[config.mk]
export PLATFORM = sky130hd
export DESIGN_NAME = nhrw_ctrl
export DESIGN_NICKNAME = d
export VERILOG_FILES = /design/src/sv/nhrw_pkg.sv /design/src/sv/nhrw_ctrl.sv
export SDC_FILE = /design/constraint.sdc
export NUM_CORES = 1
export LEC_CHECK = 0
export BUFFER_PORTS_ARGS = -buffer_cell sky130_fd_sc_hd__buf_2
export CAP_MARGIN = 20
export CELL_PAD_IN_SITES_DETAIL_PLACEMENT = 0
export CELL_PAD_IN_SITES_GLOBAL_PLACEMENT = 2
export CORE_MARGIN = 4
export CORE_UTILIZATION = 19
export DETAILED_ROUTE_END_ITERATION = 8
export MAX_ROUTING_LAYER = met4
export PLACE_DENSITY_LB_ADDON = 0.05
export SLEW_MARGIN = 20
export SYNTH_ARGS = -nofsm -noshare
export SYNTH_HDL_FRONTEND = slang
export SYNTH_SLANG_ARGS = --single-unit
[constraint.sdc]
create_clock -name i_clk -period 1.37 [get_ports i_clk]
set_input_delay 0.2055 -clock i_clk [delete_from_list [all_inputs] [get_ports i_clk]]
set_output_delay 0.2055 -clock i_clk [all_outputs]
set_load 0.05 [all_outputs]
[src/sv/nhrw_pkg.sv]
// ----------------------------------------------------------------------------
// nhrw_pkg
// Shared types and constants for the IPv4 next-hop rewrite engine.
// ----------------------------------------------------------------------------
package nhrw_pkg;

    localparam logic [15:0] CKSUM_ADJ = 16'h0100;
    localparam logic [15:0] EDGE_NONE = 16'h0000;

    typedef enum logic [1:0] {
        FN_PACKET   = 2'd0,
        FN_SET_EDGE = 2'd1,
        FN_STAGE    = 2'd2,
        FN_COMMIT   = 2'd3
    } t_func;

    typedef enum logic [1:0] {
        ST_OK      = 2'd0,
        ST_BAD_HOP = 2'd1,
        ST_BAD_LEN = 2'd2,
        ST_NO_EDGE = 2'd3
    } t_status;

    typedef enum logic [2:0] {
        S_CLEAR,
        S_IDLE,
        S_FETCH,
        S_DECIDE,
        S_EMIT,
        S_COPY,
        S_RESP
    } t_state;

    typedef struct packed {
        logic load;
        logic clr;
        logic fetch;
        logic decide;
        logic emit;
        logic copy;
        logic resp;
    } t_dp_cmd;

    typedef struct packed {
        t_func func;
        logic  go_long;
        logic  cnt_last;
        logic  clr_last;
    } t_dp_stat;

endpackage

[src/sv/nhrw_ctrl.sv]
// ----------------------------------------------------------------------------
// nhrw_ctrl
// Request sequencer: table clear after reset, lookup, byte emission and
// commit copy, issuing commands to the datapath.
// ----------------------------------------------------------------------------
module nhrw_ctrl (
    input  logic               i_clk,
    input  logic               i_rst_n,
    input  logic               i_start,
    input  nhrw_pkg::t_dp_stat i_stat,
    output nhrw_pkg::t_dp_cmd  o_cmd,
    output logic               o_busy
);
    import nhrw_pkg::*;

    t_state r_state;
    t_state n_state;

    always_ff @(posedge i_clk) begin
        if (!i_rst_n) begin
            r_state <= S_CLEAR;
        end else begin
            r_state <= n_state;
        end
    end

    always_comb begin
        n_state = r_state;
        unique case (r_state)
            S_CLEAR: begin
                if (i_stat.clr_last) begin
                    n_state = S_IDLE;
                end
            end
            S_IDLE: begin
                if (i_start) begin
                    n_state = S_FETCH;
                end
            end
            S_FETCH: begin
                n_state = S_DECIDE;
            end
            S_DECIDE: begin
                if (!i_stat.go_long) begin
                    n_state = S_RESP;
                end else if (i_stat.func == FN_PACKET) begin
                    n_state = S_EMIT;
                end else begin
                    n_state = S_COPY;
                end
            end
            S_EMIT: begin
                if (i_stat.cnt_last) begin
                    n_state = S_IDLE;
                end
            end
            S_COPY: begin
                if (i_stat.cnt_last) begin
                    n_state = S_RESP;
                end
            end
            S_RESP: begin
                n_state = S_IDLE;
            end
            default: begin
                n_state = S_CLEAR;
            end
        endcase
    end

    always_comb begin
        o_cmd  = '0;
        o_busy = 1'b1;
        unique case (r_state)
            S_CLEAR:  o_cmd.clr = 1'b1;
            S_IDLE: begin
                o_busy     = 1'b0;
                o_cmd.load = i_start;
            end
            S_FETCH:  o_cmd.fetch  = 1'b1;
            S_DECIDE: o_cmd.decide = 1'b1;
            S_EMIT:   o_cmd.emit   = 1'b1;
            S_COPY:   o_cmd.copy   = 1'b1;
            S_RESP:   o_cmd.resp   = 1'b1;
            default:  o_busy       = 1'b1;
        endcase
    end

endmodule

# --- Word-level counts from Yosys, hierarchy flattened ---
# Cells that the tools add are included.
word_totals:
  reg_bits: 3
  latchBits: 0
  ramBits: 0
  rom_bits: 0
  in_bits: 8
  elab_cells: 29
  mem_count: 0
classes:
  addsub: 0
  n_mul: 0
  div: 0
  n_lt_le_gt_ge: 0
  n_eq_ne: 10
  shift: 0
  n_mux: 15
  n_bitwise: 0
  n_reduce_logical: 3
ops:
  columns: ["operator", "n"]
  rows:
  - ["case mux 3 bit (7 select lines)", 1]
  - ["2-to-1 mux 3 bit", 4]
  - ["== test 3 bit (second input constant)", 3]
  - ["2-to-1 mux 1 bit", 9]
  - ["!= test 2 bit (second input constant)", 4]
  - ["== test 3 x 2 -> 1 bit (second input constant)", 2]
  - ["AND reduction 4 bit", 1]
  - ["== test 3 x 1 -> 1 bit (second input constant)", 1]
  - ["zero test 3 bit", 1]
  - ["zero test 2 bit", 1]
  - ["2-to-1 mux 2 bit", 1]

# --- Logic depth before layout (Yosys ltp) ---
logic_depth:
  word_depth: 4
  mapped_depth: 4
  mapped_depth_nobuf: 3

# --- Worst setup path before layout ---
# Ideal clock, no wire load.
synth_timing:
  kind: "reg2out"
  startpoint: "register r_state[0]"
  endpoint: "output port o_cmd[6] (netlist name)"
  arrival_time_ns: 1.810
  t_required_ns: 1.165
  setup_slack_ns: -0.646
  stages_incl_launch_ff: 4
  path_cell_list: "dfxtp_1 buf_2 nand3_1 nor2_1"
synth_rtl:
  columns: ["item", "line_no", "source"]
  rows:
  - ["from (decl)", "nhrw_ctrl.sv:16", "t_state r_state;"]
  - ["from (signal assigned)", "nhrw_ctrl.sv:23", "r_state <= n_state;"]
  - ["to (decl)", "nhrw_ctrl.sv:11", "output nhrw_pkg::t_dp_cmd o_cmd,"]

==> impl_results.md <==
* Status: complete, no violations
* RSZ-0062 raised after global routing: no
* R2R cell count at 3
* Hold_ws at 0.215 ns
* Worst min path class: primary input to flip-flop
* Crit Path Category: flip-flop to primary output
* RD Place Congestion at 0.759
* Synth Flop Type: dfxtp_1
* TritonCTS sink count at 3
* Synthesized Nets at 37
* Post-synth EDFFs at 0
* Routed wire length at 749 µm
* CTS Root Cell: clkbuf_4
* Skew-Pair Late Insertion Delay at ~0.23 ns
* Worst slew pin tran at 0.250 ns
* Worst path required time at 1.16 ns
* Hold Path Sink: r_state[2]
* Die H at 44.0 µm
* Ratio of final minimum period to clock period at approximately 96%
* Leak pwr at 0.194 nW
* Final WS setup at 0.0567 ns
* Clock-pin transition on the worst setup and hold timing paths at 0.04 ns
* Die footprint at 1940 µm²
* Hold path depth at 2
* Max cap viols at 0
* Vias at 281
* Reg power frac at 25.5%
* IO buf count at 15
* Post-synthesis async set-or-reset flop share at 0%
* Number of global-route vias before repair at 277
* Tot Pwr at 440 µW
* Post-CTS setup buffers at 0
* Antenna diode count at 0
* DP HPWL at 605 µm
* Worst EP arrival at 1.11 ns
* Max Freq at around 760 MHz
* Reg2Reg Setup Slack at 0.21 ns
* Remaining antenna violation count at 0
* Largest net degree at the start of global routing at 10
* Startpoint types: flip-flop
* Place WS at 0.0624 ns
* Biggest regs: r_state: 3 flops
* Peak VDD IR at 0.000408 V
* NumNets Final at between 50 and 60
* Initial antenna violation count at 0
* Area Growth Syn to Fin at 74.6%
* CTS tree: done
* Setup TNS at 0 ns
* Row count at 12
* Clock skew at 0.00342 ns
* Psw at 168 µW
* Sw Ratio at a little under two fifths
* Reg with most FFs: r_state
* Post-Syn Area at around 250 µm²
* Top Ports at 16
* DR iter-0 viols at 3
* Number of flip-flops in the largest register at 3
* Layout cells sized above 1 at between 70% and 80%
* Unique masters post-synth at 20
* Chip width at roughly 44 µm
* Crit path capture type: primary output
* Clock buffer depth at 2
* RR Endpoint: r_state[1]
* Clk network pwr share at 35.3%
* Endpoints failing hold at 0
* Grt total ovfl at 0
* Relative slew slack at a little over four fifths
* Cell internal pwr at 272 µW
* Tmin final at 1.31 ns
* Yosys reg bits at 3
* Leading cell type in the layout, fill and taps excluded: buf_2
* Logic pwr share at 39.2%
* Core area at 1170 µm²
* Residual DRC count at 0
* First-pass GRT wire length at 1.23 mm
* Per-cell routed wire length at ~12 µm
* Initial DRT Pass Iterations at 2
* Power per cell area at between 1000 and 1500 nW/µm²
* Vias/cell at 4.46
* Initial Utilization at 21.0%
* Syn Area/Cell at 8.50 µm²
* Share of the yosys chip area belonging to registers at 24.4%
* Most frequent cells in the layout: buf_2, buf_4, nor3_2, clkbuf_4, buf_6
* Worst Path Max Fanout at 7
* Yosys warnings at 0
* FF-to-FF Start: r_state[1]
* Max-slew violations at 0
* GRT Total Usage at 9.28%
* Final setup vio count at 0
* Cts bufs inserted at 3
* Post-Synthesis Cells at 29
* Hold path start: i_rst_n
* # H-tree levels at 1
[synthesized netlist by cell type, types with 2 or more instances]
| cell | n | area share (%) |
|---|---|---|
| a31oi_1 | 2 | 5.1 |
| dfxtp_1 | 3 | 24 |
| inv_1 | 2 | 3.0 |
| nor3_1 | 5 | 10 |
| and3_1 | 2 | 5.1 |
[per-stage QoR]
step,instance area [µm²],std cells,utilization (%)
finish,430,63,36.8
global route,430,63,36.8
detailed placement,364,59,31.1
global placement,364,59,31.1
CTS,419,63,35.8
floorplan,274,29,-
[power groups by stage]
stage / Combinational [mW] / Sequential [mW] / Clock (mW)
3_3_place_gp: 0.161 / 0.112 / 0
3_5_place_dp: 0.162 / 0.112 / 0
6_report: 0.172 / 0.112 / 0.155
4_1_cts: 0.171 / 0.112 / 0.166
2_1_floorplan: 0.132 / 0.103 / 0
5_1_grt: 0.183 / 0.114 / 0.178
[area by class of cell]
cell class | instances | area (µm²)
Inverter | 3 | 11.3
Timing Repair Buffer | 18 | 126
Multi-Input combinational cell | 21 | 183
Clock buffer | 4 | 26.3
Sequential cell | 3 | 66.3
Fill cell | 134 | 741
Tap cell | 14 | 17.5
[per-layer routing]
layer | share of wire [%] | GRT usage (%) | vias to the layer above
met3 | 12 | 6.10 | 2
met5 | 0 | - | -
met1 | 45 | 9.57 | 116
li1 | - | - | 148
met4 | 1.1 | 7.23 | 0
met2 | 42 | 12.2 | 15
[repair_timing]
item | 4_1_cts | 5_1_grt
resized for setup | 13 | 3
endpoints found under the setup margin | 7 | 2
pin swaps | 0 | 0
hold buffers | 0 | 0
[logic make-up (layout without fill, tap and decap cells)]
| kind of cell | count (synthesis) | count (layout) | share of synthesized area (%) |
|---|---|---|---|
| AND/OR/NAND/NOR | 12 | 12 | 27.4 |
| AO/OA/AOI/OAI | 6 | 6 | 18.8 |
| buffers and inverters | 5 | 25 | 14.7 |
| multiplexers | 3 | 3 | 14.7 |
| flip-flops | 3 | 3 | 24.4 |
[critical path, stage by stage (launching register included)]
cell	delay (ns)
dfxtp_4	0.39
inv_2	0.09
nor3_2	0.18
buf_4	0.22
[worst max-delay path by stage]
stage	from	endpoint	slack [ns]	cells past startpoint
after floorplan	r_state[0]	o_cmd[6]	-0.36	3
after global placement	r_state[2]	o_cmd[0]	0.09	3
after detailed placement	r_state[2]	o_cmd[0]	0.06	3
after CTS	r_state[2]	o_cmd[6]	0.006	4
after global routing	r_state[2]	o_cmd[0]	0.007	3
final	r_state[2]	o_cmd[2]	0.06	3
Note: power is estimated with default switching activity, not from simulation.
